--- config.mk ---
export PLATFORM = sky130hd
export DESIGN_NAME = calibrated_light_presence_detector_unit
export DESIGN_NICKNAME = d
export VERILOG_FILES = /design/src/rtl/clpd_pkg.sv /design/src/rtl/clpd_cfg_regs.sv /design/src/rtl/clpd_core.sv /design/src/rtl/calibrated_light_presence_detector_unit.sv
export SDC_FILE = /design/constraint.sdc
export NUM_CORES = 1
export LEC_CHECK = 0
export BUFFER_PORTS_ARGS = -buffer_cell sky130_fd_sc_hd__buf_2
export CAP_MARGIN = 5
export CORE_MARGIN = 2
export CORE_UTILIZATION = 35
export DETAILED_ROUTE_END_ITERATION = 7
export REMOVE_ABC_BUFFERS = 1
export SYNTH_ARGS = -nofsm -noshare
export SYNTH_HDL_FRONTEND = slang
export SYNTH_HIERARCHICAL = 1
export SYNTH_SLANG_ARGS = --single-unit
export TNS_END_PERCENT = 10
--- constraint.sdc ---
create_clock -name aclk -period 5.15 [get_ports aclk]
set_input_delay 1.03 -clock aclk [delete_from_list [all_inputs] [get_ports aclk]]
set_output_delay 1.03 -clock aclk [all_outputs]
set_load 0.03 [all_outputs]
--- src/rtl/clpd_pkg.sv ---
// Shared types and constants for the calibrated light presence detector.
package clpd_pkg;

    localparam int unsigned DATA_W   = 8;
    localparam int unsigned IDX_W    = 3;
    localparam int unsigned M_TDATA_W = 24;

    // Register indexes on the configuration channel.
    typedef enum logic [IDX_W-1:0] {
        REG_BAND_MARGIN      = 3'd0,
        REG_BASELINE_CEILING = 3'd1,
        REG_CAL_SAMPLES      = 3'd2,
        REG_SCORE_LIMIT      = 3'd3,
        REG_SCORE_START      = 3'd4
    } reg_idx_t;

    localparam logic [DATA_W-1:0] RST_BAND_MARGIN      = 8'd5;
    localparam logic [DATA_W-1:0] RST_BASELINE_CEILING = 8'd249;
    localparam logic [DATA_W-1:0] RST_CAL_SAMPLES      = 8'd254;
    localparam logic [DATA_W-1:0] RST_SCORE_LIMIT      = 8'd100;
    localparam logic [DATA_W-1:0] RST_SCORE_START      = 8'd50;

    typedef struct packed {
        logic [DATA_W-1:0] band_margin;
        logic [DATA_W-1:0] baseline_ceiling;
        logic [DATA_W-1:0] calibration_samples;
        logic [DATA_W-1:0] score_limit;
        logic [DATA_W-1:0] score_start;
    } cfg_t;

    typedef struct packed {
        logic [DATA_W-1:0] light_level;
        logic              calibrating;
        logic [DATA_W-1:0] score_now;
        logic              lamp_on;
    } result_t;

endpackage

--- src/rtl/clpd_cfg_regs.sv ---
// Configuration register file for the light presence detector.
module clpd_cfg_regs
    import clpd_pkg::*;
(
    input  logic              aclk,
    input  logic              aresetn,
    input  logic              cfg_valid,
    input  logic [IDX_W-1:0]  cfg_index,
    input  logic [DATA_W-1:0] cfg_data,
    output cfg_t              cfg
);

    cfg_t cfg_reg;
    cfg_t cfg_next;

    always_comb begin
        cfg_next = cfg_reg;
        if (cfg_valid) begin
            case (reg_idx_t'(cfg_index))
                REG_BAND_MARGIN:      cfg_next.band_margin         = cfg_data;
                REG_BASELINE_CEILING: cfg_next.baseline_ceiling    = cfg_data;
                REG_CAL_SAMPLES:      cfg_next.calibration_samples = cfg_data;
                REG_SCORE_LIMIT:      cfg_next.score_limit         = cfg_data;
                REG_SCORE_START:      cfg_next.score_start         = cfg_data;
                default:              cfg_next = cfg_reg; // unknown index: ignored
            endcase
        end
    end

    always_ff @(posedge aclk) begin
        if (!aresetn) begin
            cfg_reg.band_margin         <= RST_BAND_MARGIN;
            cfg_reg.baseline_ceiling    <= RST_BASELINE_CEILING;
            cfg_reg.calibration_samples <= RST_CAL_SAMPLES;
            cfg_reg.score_limit         <= RST_SCORE_LIMIT;
            cfg_reg.score_start         <= RST_SCORE_START;
        end else begin
            cfg_reg <= cfg_next;
        end
    end

    assign cfg = cfg_reg;

endmodule

--- src/rtl/clpd_core.sv ---
// Calibration / tracking state and the per-sample decision logic.
module clpd_core
    import clpd_pkg::*;
(
    input  logic              aclk,
    input  logic              aresetn,
    input  logic              advance,
    input  logic [DATA_W-1:0] adc_raw,
    input  cfg_t              cfg,
    output result_t           result
);

    logic              tracking_reg, tracking_next;
    logic [DATA_W-1:0] count_reg, count_next;
    logic [DATA_W-1:0] baseline_reg, baseline_next;
    logic [DATA_W-1:0] score_reg, score_next;
    logic              lamp_reg, lamp_next;

    logic [DATA_W-1:0] level;
    logic [DATA_W:0]   done;
    logic [DATA_W:0]   upper;
    logic [DATA_W:0]   level_plus_margin;
    logic              go_up;
    logic              go_down;

    always_comb begin
        level = ~adc_raw;
        done  = {1'b0, count_reg} + {{DATA_W{1'b0}}, 1'b1};
        upper = {1'b0, baseline_reg} + {1'b0, cfg.band_margin};
        // level < baseline - margin, kept non-negative
        level_plus_margin = {1'b0, level} + {1'b0, cfg.band_margin};
        go_up   = ({1'b0, level} > upper) && (score_reg < cfg.score_limit);
        go_down = (level_plus_margin < {1'b0, baseline_reg}) && (score_reg != '0);

        tracking_next = tracking_reg;
        count_next    = count_reg;
        baseline_next = baseline_reg;
        score_next    = score_reg;
        lamp_next     = lamp_reg;

        if (!tracking_reg) begin
            if (level > baseline_reg && level < cfg.baseline_ceiling)
                baseline_next = level;
            if (done >= {1'b0, cfg.calibration_samples}) begin
                tracking_next = 1'b1;
                count_next    = '0;
                score_next    = cfg.score_start;
            end else begin
                count_next = done[DATA_W-1:0];
            end
        end else begin
            if (go_up)
                score_next = score_reg + 8'd1;
            else if (go_down)
                score_next = score_reg - 8'd1;
            if (score_next == cfg.score_limit)
                lamp_next = 1'b1;
            if (score_next == '0)
                lamp_next = 1'b0;
        end

        result.light_level = level;
        result.calibrating = !tracking_reg;
        result.score_now   = score_next;
        result.lamp_on     = lamp_next;
    end

    always_ff @(posedge aclk) begin
        if (!aresetn) begin
            tracking_reg <= 1'b0;
            count_reg    <= '0;
            baseline_reg <= '0;
            score_reg    <= RST_SCORE_START;
            lamp_reg     <= 1'b0;
        end else if (advance) begin
            tracking_reg <= tracking_next;
            count_reg    <= count_next;
            baseline_reg <= baseline_next;
            score_reg    <= score_next;
            lamp_reg     <= lamp_next;
        end
    end

endmodule

--- src/rtl/calibrated_light_presence_detector_unit.sv ---
// Top level of the calibrated light presence detector.
//
// Usage:
//   s_axis: one raw 8-bit converter sample per transaction (s_tdata[7:0]).
//   m_axis: one result per sample. m_tdata holds light level, score and lamp;
//           m_tuser flags a sample handled during calibration.
//   cfg:    register writes (index, data), always ready. Write only while the
//           block is idle; a write takes effect from the next sample.
// Timing: the sample is captured in an input register, the decision logic runs
//   between that register and the result register, and the detector state
//   updates as the result is loaded.
// Throughput: one sample per cycle while m_tready is high; the combinational
//   compare and saturating score update feed back into the state registers.
// Reset (aresetn low, synchronous): both pipeline stages empty, configuration
//   back to its defaults, detector restarts calibration with zero baseline.
// Stall: while m_tready is low a full result register holds; the input register
//   still takes one more sample, then s_tready drops until the result drains.
module calibrated_light_presence_detector_unit
    import clpd_pkg::*;
(
    input  logic                 aclk,
    input  logic                 aresetn,
    // input stream
    input  logic                 s_tvalid,
    output logic                 s_tready,
    input  logic [DATA_W-1:0]    s_tdata,   // [7:0] adc_raw
    // result stream
    output logic                 m_tvalid,
    input  logic                 m_tready,
    output logic [M_TDATA_W-1:0] m_tdata,   // [7:0] light_level, [15:8] score_now,
                                            // [16] lamp_on, [23:17] zero
    output logic                 m_tuser,   // [0] calibrating
    // configuration writes
    input  logic                 cfg_valid,
    output logic                 cfg_ready,
    input  logic [IDX_W-1:0]     cfg_index,
    input  logic [DATA_W-1:0]    cfg_data
);

    logic              in_valid_reg, in_valid_next;
    logic [DATA_W-1:0] in_data_reg;
    logic              out_valid_reg, out_valid_next;
    result_t           out_reg;

    logic    advance;   // input register moves into result register
    logic    out_free;
    cfg_t    cfg;
    result_t result;

    assign cfg_ready = 1'b1;

    clpd_cfg_regs u_cfg (
        .aclk      (aclk),
        .aresetn   (aresetn),
        .cfg_valid (cfg_valid),
        .cfg_index (cfg_index),
        .cfg_data  (cfg_data),
        .cfg       (cfg)
    );

    clpd_core u_core (
        .aclk    (aclk),
        .aresetn (aresetn),
        .advance (advance),
        .adc_raw (in_data_reg),
        .cfg     (cfg),
        .result  (result)
    );

    // Pipeline handshake: each stage loads when it is empty or drains this cycle.
    always_comb begin
        out_free       = !out_valid_reg || m_tready;
        advance        = in_valid_reg && out_free;
        s_tready       = !in_valid_reg || out_free;
        in_valid_next  = (s_tvalid && s_tready) || (in_valid_reg && !advance);
        out_valid_next = advance || (out_valid_reg && !m_tready);
    end

    always_ff @(posedge aclk) begin
        if (!aresetn) begin
            in_valid_reg  <= 1'b0;
            out_valid_reg <= 1'b0;
        end else begin
            in_valid_reg  <= in_valid_next;
            out_valid_reg <= out_valid_next;
        end
    end

    always_ff @(posedge aclk) begin
        if (s_tvalid && s_tready)
            in_data_reg <= s_tdata;
        if (advance)
            out_reg <= result;
    end

    assign m_tvalid = out_valid_reg;
    assign m_tdata  = {7'd0, out_reg.lamp_on, out_reg.score_now, out_reg.light_level};
    assign m_tuser  = out_reg.calibrating;

`ifndef ASSERT_OFF
    // A lit lamp never goes with a zero score.
    assert property (@(posedge aclk) disable iff (!aresetn)
        m_tvalid && m_tdata[16] |-> m_tdata[15:8] != 8'd0)
        else $error("lamp lit with zero score");

    // The lamp cannot be lit during calibration.
    assert property (@(posedge aclk) disable iff (!aresetn)
        m_tvalid && m_tuser |-> !m_tdata[16])
        else $error("lamp lit during calibration");

    // Both stages full and receiver stalled: no new sample may be taken.
    assert property (@(posedge aclk) disable iff (!aresetn)
        in_valid_reg && m_tvalid && !m_tready |-> !s_tready)
        else $error("input accepted with pipeline full");

    // Once tracking, a result is never marked as calibrating again.
    assert property (@(posedge aclk) disable iff (!aresetn)
        m_tvalid && !m_tuser |=> !(m_tvalid && m_tuser))
        else $error("return to calibration phase");
`endif

endmodule
# Word level (Yosys, flattened, before mapping)

Cells that the tools add are included.

Flip-flop bits (word level): 94
Latch bits: 0
Bits in writable memories: 0
ROM bits: 0
Input bits: 24
Output and inout port bits: 28
Word-level logic and storage cells: 72
Memories: 0

Add/subtract/negate cells: 5
$mul: 0
Divide/modulo/power cells: 0
$lt $le $gt $ge: 6
Equality and inequality tests: 5
Shift-type cells: 0
Mux-type cells: 11
Bitwise operators: 2
Reduce and logical (&&, ||, !) cells: 26

Operator list:

| cell                                                                   | number |
|---|---|
| 8-bit 2-to-1 mux                                                       | 6 |
| 8-bit by 8-bit adder with 9-bit output                                 | 2 |
| 8-bit < comparator                                                     | 2 |
| 2-bit AND reduction                                                    | 6 |
| 8-bit by 1-bit adder with 9-bit output (second input constant)         | 1 |
| 9-bit by 8-bit greater-or-equal comparator with 1-bit output           | 1 |
| 8-bit by 9-bit greater-than comparator with 1-bit output               | 1 |
| 9-bit by 8-bit < comparator with 1-bit output                          | 1 |
| 8-bit by 1-bit adder with 8-bit output (second input constant)         | 1 |
| 8-bit equality test                                                    | 1 |
| 8-bit greater-than comparator                                          | 1 |
| 8-bit logical NOT                                                      | 1 |
| 8-bit inverter                                                         | 1 |
| 8-bit nonzero test                                                     | 1 |
| 8-bit by 1-bit subtractor with 8-bit output (second input constant)    | 1 |
| 1-bit logical AND                                                      | 7 |
| 3-bit by 2-bit equality test with 1-bit output (second input constant) | 2 |
| 1-bit logical NOT                                                      | 5 |
| 1-bit 2-to-1 mux                                                       | 5 |
| 1-bit logical OR                                                       | 4 |
| 3-bit by 1-bit equality test with 1-bit output (second input constant) | 1 |
| 3-bit equality test (second input constant)                            | 1 |
| 3-bit logical NOT                                                      | 1 |
| 3-bit AND reduction                                                    | 1 |
| 1-bit inverter                                                         | 1 |

# Depth between registers and ports, before layout

Gate-level depths: netlist of the first run.

Word-level depth: 11
Depth in mapped cells: 21
Mapped depth without buffers: 19

# Hierarchy

Netlist of the first run, hierarchy kept.

By module, submodules not included:

| module                                  | instances | cells an instance | area each (µm²) | seq. area each (µm²) |
|---|---|---|---|---|
| clpd_core                               | 1         | 525               | 3963.8          | 520.5 |
| clpd_cfg_regs                           | 1         | 154               | 1612.8          | 800.8 |
| calibrated_light_presence_detector_unit | 1         | 45                | 952.2           | 820.8 |

# Worst setup path after synthesis of the first run

No wires, ideal clock.

Kind: register -> register
Start point: register in_data_reg[0]
End point: register out_reg (netlist bit m_tdata[16]) (data pin)
Library setup time: 0.251 ns
Data arrival time: 3.636 ns
Required time: 4.899 ns
Path slack: 1.263 ns
Stages on the path, launching flop included: 19
Buffers on the path: 2
Period minus slack after synthesis: 3.887 ns
Cell sequence: edfxtp_1 inv_1 ha_1 fa_1 a211oi_2 o21bai_1 a21oi_1 xnor2_1 ha_1 a211oi_1 nand2_1 a31oi_1 o21ai_1 buf_6 nor3_1 a32oi_1 a2111oi_2 a21oi_1 buf_4

RTL lines:

| item                   | RTL line                                      | RTL |
|---|---|---|
| from (decl)            | calibrated_light_presence_detector_unit.sv:41 | `logic [DATA_W-1:0] in_data_reg;` |
| from (signal assigned) | calibrated_light_presence_detector_unit.sv:91 | `in_data_reg <= s_tdata;` |
| to (signal assigned)   | calibrated_light_presence_detector_unit.sv:93 | `out_reg <= result;` |
| to (decl)              | calibrated_light_presence_detector_unit.sv:43 | `result_t out_reg;` |

==> results of run 1 <==
==> Yosys cell counts, types with 3 or more instances <==
library cell | number | area [sq um]
a2111oi_0 | 5 | 43.8
a211oi_1 | 15 | 113
a211oi_2 | 3 | 37.5
a21boi_0 | 4 | 30.0
a21o_1 | 8 | 60.1
a21oi_1 | 40 | 200
a31oi_1 | 5 | 31.3
a41oi_2 | 3 | 48.8
and2_1 | 4 | 25.0
and3_1 | 4 | 25.0
buf_2 | 8 | 40.0
buf_4 | 14 | 105
buf_6 | 4 | 45.0
clkbuf_1 | 13 | 48.8
dfxtp_1 | 68 | 1360
edfxtp_1 | 26 | 781
ha_1 | 65 | 813
inv_1 | 55 | 206
mux2i_1 | 43 | 430
nand2_1 | 74 | 278
nand2b_1 | 5 | 31.3
nand3_1 | 16 | 80.1
nand3b_1 | 3 | 22.5
nand4_1 | 11 | 68.8
nand4bb_1 | 3 | 33.8
nor2_1 | 40 | 150
nor2b_1 | 35 | 219
nor3_1 | 14 | 70.1
o211ai_1 | 5 | 37.5
o21a_1 | 9 | 67.6
o21ai_0 | 29 | 145
o21bai_1 | 5 | 37.5
o31ai_1 | 4 | 30.0
o32ai_1 | 3 | 26.3
xnor2_1 | 19 | 166
xor2_1 | 13 | 114
==> per-stage QoR <==
step                      hold WS, ns  total power [W]  utilization  setup slack, ns  area [sq um]
after floorplan                 0.435          0.00104            -             1.10          6310
after global placement          0.447          0.00114        0.379            0.849          6880
after detailed placement        0.460          0.00114        0.379            0.776          6880
after CTS                       0.469          0.00184        0.395            0.767          7170
after global routing            0.494          0.00190        0.395            0.370          7170
final                           0.463          0.00182        0.395            0.679          7170
==> routing by layer <==
metal	track usage	routed length, microns	up-vias
met2	0.253	7030	135
met4	0.0758	435	0
met1	0.241	8090	2427
li1	-	-	2633
met5	0	0	-
met3	0.0217	649	29
==> critical path, stage by stage, from the launching register on <==
cell and delay, ns:
edfxtp_1 0.36, inv_1 0.23, ha_1 0.29, a21o_1 0.18, a21oi_1 0.21, o21bai_1 0.11
a21oi_1 0.26, o21bai_1 0.09, a21oi_1 0.18, xnor2_1 0.08, ha_1 0.17, a211oi_1 0.25
o41ai_2 0.12, a21oi_1 0.22, o21ai_1 0.35, nor3_1 0.34, a32oi_1 0.12, a2111oi_2 0.51
and3_1 0.23, nor3_1 0.05
==> report_power, final <==
| part | internal (W) | switching [W] | leakage [nW] |
|---|---|---|---|
| logic | 0.000122 | 0.000212 | 2.20 |
| registers | 0.000783 | 0.0000144 | 0.790 |
| clock network | 0.000379 | 0.000306 | 0.145 |
==> worst min path at each step <==
| stage | startpoint | end | depth (start not counted) |
|---|---|---|---|
| after global routing | u_cfg/cfg[25] | u_cfg/cfg[25] | 2 |
| final | u_cfg/cfg[0] | u_cfg/cfg[0] | 2 |
| after CTS | u_cfg/cfg[0] | u_cfg/cfg[0] | 2 |
| after floorplan | u_cfg/cfg[25] | u_cfg/cfg[25] | 2 |
| after global placement | u_cfg/cfg[25] | u_cfg/cfg[25] | 2 |
| after detailed placement | u_cfg/cfg[0] | u_cfg/cfg[0] | 2 |
==> layout make-up <==
cell class                 instances  area, sq um
multi-input combinational        540         3960
inverter                          56          210
clock inverter                     5         56.3
tap                              229          287
fill                            1847        11000
timing repair buffer              51          275
clock buffer                      11          233
sequential                        94         2140
==> cells by family after synthesis <==
| family | after synthesis |
|---|---|
| buf+inv | 96 |
| simple gates | 221 |
| flops | 94 |
| compound gates | 168 |
| other cells | 2 |
| xor+xnor | 33 |
| mux | 43 |
| fa+ha+maj | 67 |
==> placed cells by master (no fill, tap or decap), types with 11 or more instances in the layout <==
master    Yosys  routed
inv_1        55      55
edfxtp_1     26      26
mux2i_1      43      43
nor2b_1      35      34
nand3_1      16      16
nand4_1      11      11
nor2_1       40      40
ha_1         65      65
nor3_1       14      14
xnor2_1      19      19
buf_2         8      43
dfxtp_1      68      68
xor2_1       13      13
nand2_1      74      74
a211oi_1     15      15
o21ai_0      29      29
a21oi_1      40      40
==> reports/results.txt, run 1 <==
Reg2reg end - u_core/lamp_reg
FF+latch count, synth - 94
Iteration-0 DRC Markers - 398
Worst Skew - 0.00464 ns
PortBufs - 43
WL final - 16200 microns
Library cells used by synthesis - 78
Drt pass-1 iters - 5
DRC errors left - 0
Antenna cells - 0
CTS tree - yes
Clock transition at the registers of the reported paths - 0.07 ns
Worst Setup End Kind - flop
CTS Hold Bufs - 0
Max Root-Sink Buffers - 2
Later-pin clock latency in the skew report - 0.36 ns
Cell Rows - 49
Antenna-violating nets left - 0
# IOs - 52
Worst setup SP type - flop
Area share of fa/ha/maj cells after synthesis - 0.131
Post-DP HPWL - 12000 microns
Compound-gate portion of the synthesized area - 0.186
GP Congestion - 0.947
First-pass GRT wire length - 26200 microns
Post-synthesis simple-gate area fraction - 0.172
Initial antenna violation count - 0
Worst Tran Pin Value - 0.880 ns
RSZ-0062 raised after global routing - false
Total placed cells including tap cells - 970
Post-synthesis cell count - 724
Placeable Area - 18100 sq um
Hold Vio Cnt, Final - 0
Die width - 141 microns
Die Y-Extent - 141 microns
Routed via count - 5224
Syn Area/Cell - 9.02 sq um
Post CTS Setup Buffer Count - 0
Tcrit/Tclk final - 0.868
GRT Total Usage - 0.168
Reg2reg setup slack - 0.68 ns
Critical path type - flop to flop
Vias per cell - 5.30
WP data required - 5.40 ns
Post-CTS sizing - 0
Setup Total Neg Slack - 0 ns
Power per Cell Area - 253 nW/um^2
Root Buffer - clkbuf_16
Worst setup path start - in_data_reg[1]
Largest net degree at the start of global routing - 67
Post-Synth XOR/XNOR Area - 0.0464
Routed WL per cell - 16.4 microns
Slew Limit Fails - 0
Critical Path Sink - u_core/lamp_reg
VDD IR-drop max - 0.175 mV
Area grow syn2layout - 9.77%
Total gr overflow - 0
Seq/Total Area, Yosys - 0.328
Multiplexer share of the synthesized area - 0.0659
Fin cells - 986
Clock H-tree levels - 3
Hold WC Path Type - flop to flop
Max FFs per register - 40
Vias in the first global route - 4859
Fraction of layout cells with a size suffix above 1 - 0.114
Die footprint - 19800 sq um
CTS buffer count - 9
Mapped Area - 6530 sq um
Fin crit period - 4.47 ns
Final Net Count - 843
Crit path DAT - 4.72 ns
Ys flop type - dfxtp_1
Largest family of logic cells by synthesized area - compound AO/OA/AOI/OAI gates
Clk sink count - 94
Outcome - finished clean
Fmax - 224 MHz
Slew HR - 0.409
Post-synth EDFFs - 26
Initial core utilization - 0.360
Max cap viols - 0
Leakage - 3.13 nW
Worst r2r src - in_data_reg[1]
Synth warn - 6
Asr flop ratio synth - 0
R2R depth - 19
Final setup vio count - 0
Critical Path Fanout Max - 12
Power figures use the tool's default switching activity.
==> run 2: changes to the inputs <==
CTS_BUF_LIST = sky130_fd_sc_hd__clkbuf_8 sky130_fd_sc_hd__clkbuf_16   (was unset)
==> reports/results.txt, run 2 (same netlist as run 1, synthesis figures left out) <==
Crit path DAT - 4.72 ns
Root Buffer - clkbuf_16
Worst setup path start - in_data_reg[1]
First-pass GRT wire length - 26200 microns
Fmax - 224 MHz
Vias per cell - 5.30
Cell Rows - 49
Placeable Area - 18100 sq um
Worst Skew - 0.00683 ns
Hold Vio Cnt, Final - 0
Initial antenna violation count - 0
Die Y-Extent - 141 microns
Routed via count - 5222
Vias in the first global route - 4859
Routed WL per cell - 16.4 microns
Worst r2r src - in_data_reg[1]
Hold WC Path Type - flop to flop
Slew Limit Fails - 0
Area grow syn2layout - 9.77%
Multi-input gate area - 3960 sq um
Worst Tran Pin Value - 0.880 ns
CTS Hold Bufs - 0
Clock transition at the registers of the reported paths - 0.07 ns
Die width - 141 microns
Max Root-Sink Buffers - 2
Worst Setup End Kind - flop
Setup Total Neg Slack - 0 ns
Register area - 2140 sq um
Max FFs per register - 40
PortBufs - 43
# IOs - 52
Die footprint - 19800 sq um
Antenna cells - 0
Post-DP HPWL - 12000 microns
Worst setup SP type - flop
VDD IR-drop max - 0.175 mV
Outcome - finished clean
Commonest non-fill, non-tap cell in the layout - nand2_1
Drt pass-1 iters - 5
Later-pin clock latency in the skew report - 0.36 ns
Fraction of layout cells with a size suffix above 1 - 0.114
CTS buffer count - 9
RSZ-0062 raised after global routing - false
Clk sink count - 94
Commonest cells after routing, fill and taps aside - 74 x nand2_1, 68 x dfxtp_1, 65 x ha_1, 57 x inv_1
WP data required - 5.40 ns
CTS tree - yes
Total gr overflow - 0
Fin crit period - 4.47 ns
Hold path start - u_cfg/cfg[0]
Slew HR - 0.409
Largest net degree at the start of global routing - 67
Critical path type - flop to flop
Initial core utilization - 0.360
Clock H-tree levels - 3
Iteration-0 DRC Markers - 398
Post-CTS sizing - 0
Total chip power - 0.00181 W
DRC errors left - 0
Tcrit/Tclk final - 0.868
GRT Total Usage - 0.168
Critical Path Fanout Max - 12
Layout fillers - 1847
Leakage - 3.14 nW
Max cap viols - 0
WL final - 16200 microns
Power per Cell Area - 253 nW/um^2
Antenna-violating nets left - 0
Post CTS Setup Buffer Count - 0
Final Net Count - 843
Final setup vio count - 0
GP Congestion - 0.947
run 2: per-layer routing:
layer	global-route usage	up-vias	routed length, microns
met3	0.0217	29	697
met5	0	-	0
li1	-	2633	-
met2	0.253	139	7030
met4	0.0758	0	435
met1	0.241	2421	8050
run 2: worst paths after layout:
path                            depth (start not counted)              end  slack (ns)
worst min register to register                          2     u_cfg/cfg[0]        0.46
worst max-delay path                                   19  u_core/lamp_reg        0.68
worst min-delay path                                    2     u_cfg/cfg[0]        0.46
worst max register to register                         19  u_core/lamp_reg        0.68
run 2: final cells by class:
| type | count | area share |
|---|---|---|
| Inverter | 56 | 0.0293 |
| Multi-Input combinational cell | 540 | 0.553 |
| Clock inverter | 7 | 0.00890 |
| Tap cell | 229 | 0.0400 |
| Timing Repair Buffer | 51 | 0.0384 |
| Sequential cell | 94 | 0.299 |
| Clock buffer | 9 | 0.0314 |
run 2: worst max-delay path: stages (launching register included):
cell and delay, ns:
edfxtp_1 0.36, inv_1 0.23, ha_1 0.29, a21o_1 0.18
a21oi_1 0.21, o21bai_1 0.11, a21oi_1 0.26, o21bai_1 0.09
a21oi_1 0.18, xnor2_1 0.08, ha_1 0.17, a211oi_1 0.25
o41ai_2 0.12, a21oi_1 0.22, o21ai_1 0.35, nor3_1 0.34
a32oi_1 0.12, a2111oi_2 0.51, and3_1 0.23, nor3_1 0.05
run 2: where the power goes:
part / total (W) / switching [W] / leakage, nW / internal (W)
Combinational: 0.000334 / 0.000212 / 2.20 / 0.000122
Clock: 0.000682 / 0.000308 / 0.153 / 0.000375
Sequential: 0.000797 / 0.0000144 / 0.790 / 0.000783
Total: 0.00181 / 0.000534 / 3.14 / 0.00128
run 2: metrics by stage:
step           setup slack [ns]  std cells  hold slack (ns)  instance area, sq um   util
6_report                  0.682        986            0.463                  7170  0.395
5_1_grt                   0.370        986            0.494                  7170  0.395
4_1_cts                   0.766        986            0.470                  7170  0.395
3_5_place_dp              0.776        970            0.460                  6880  0.379
3_3_place_gp              0.849        970            0.447                  6880  0.379
2_1_floorplan              1.10        690            0.435                  6310      -
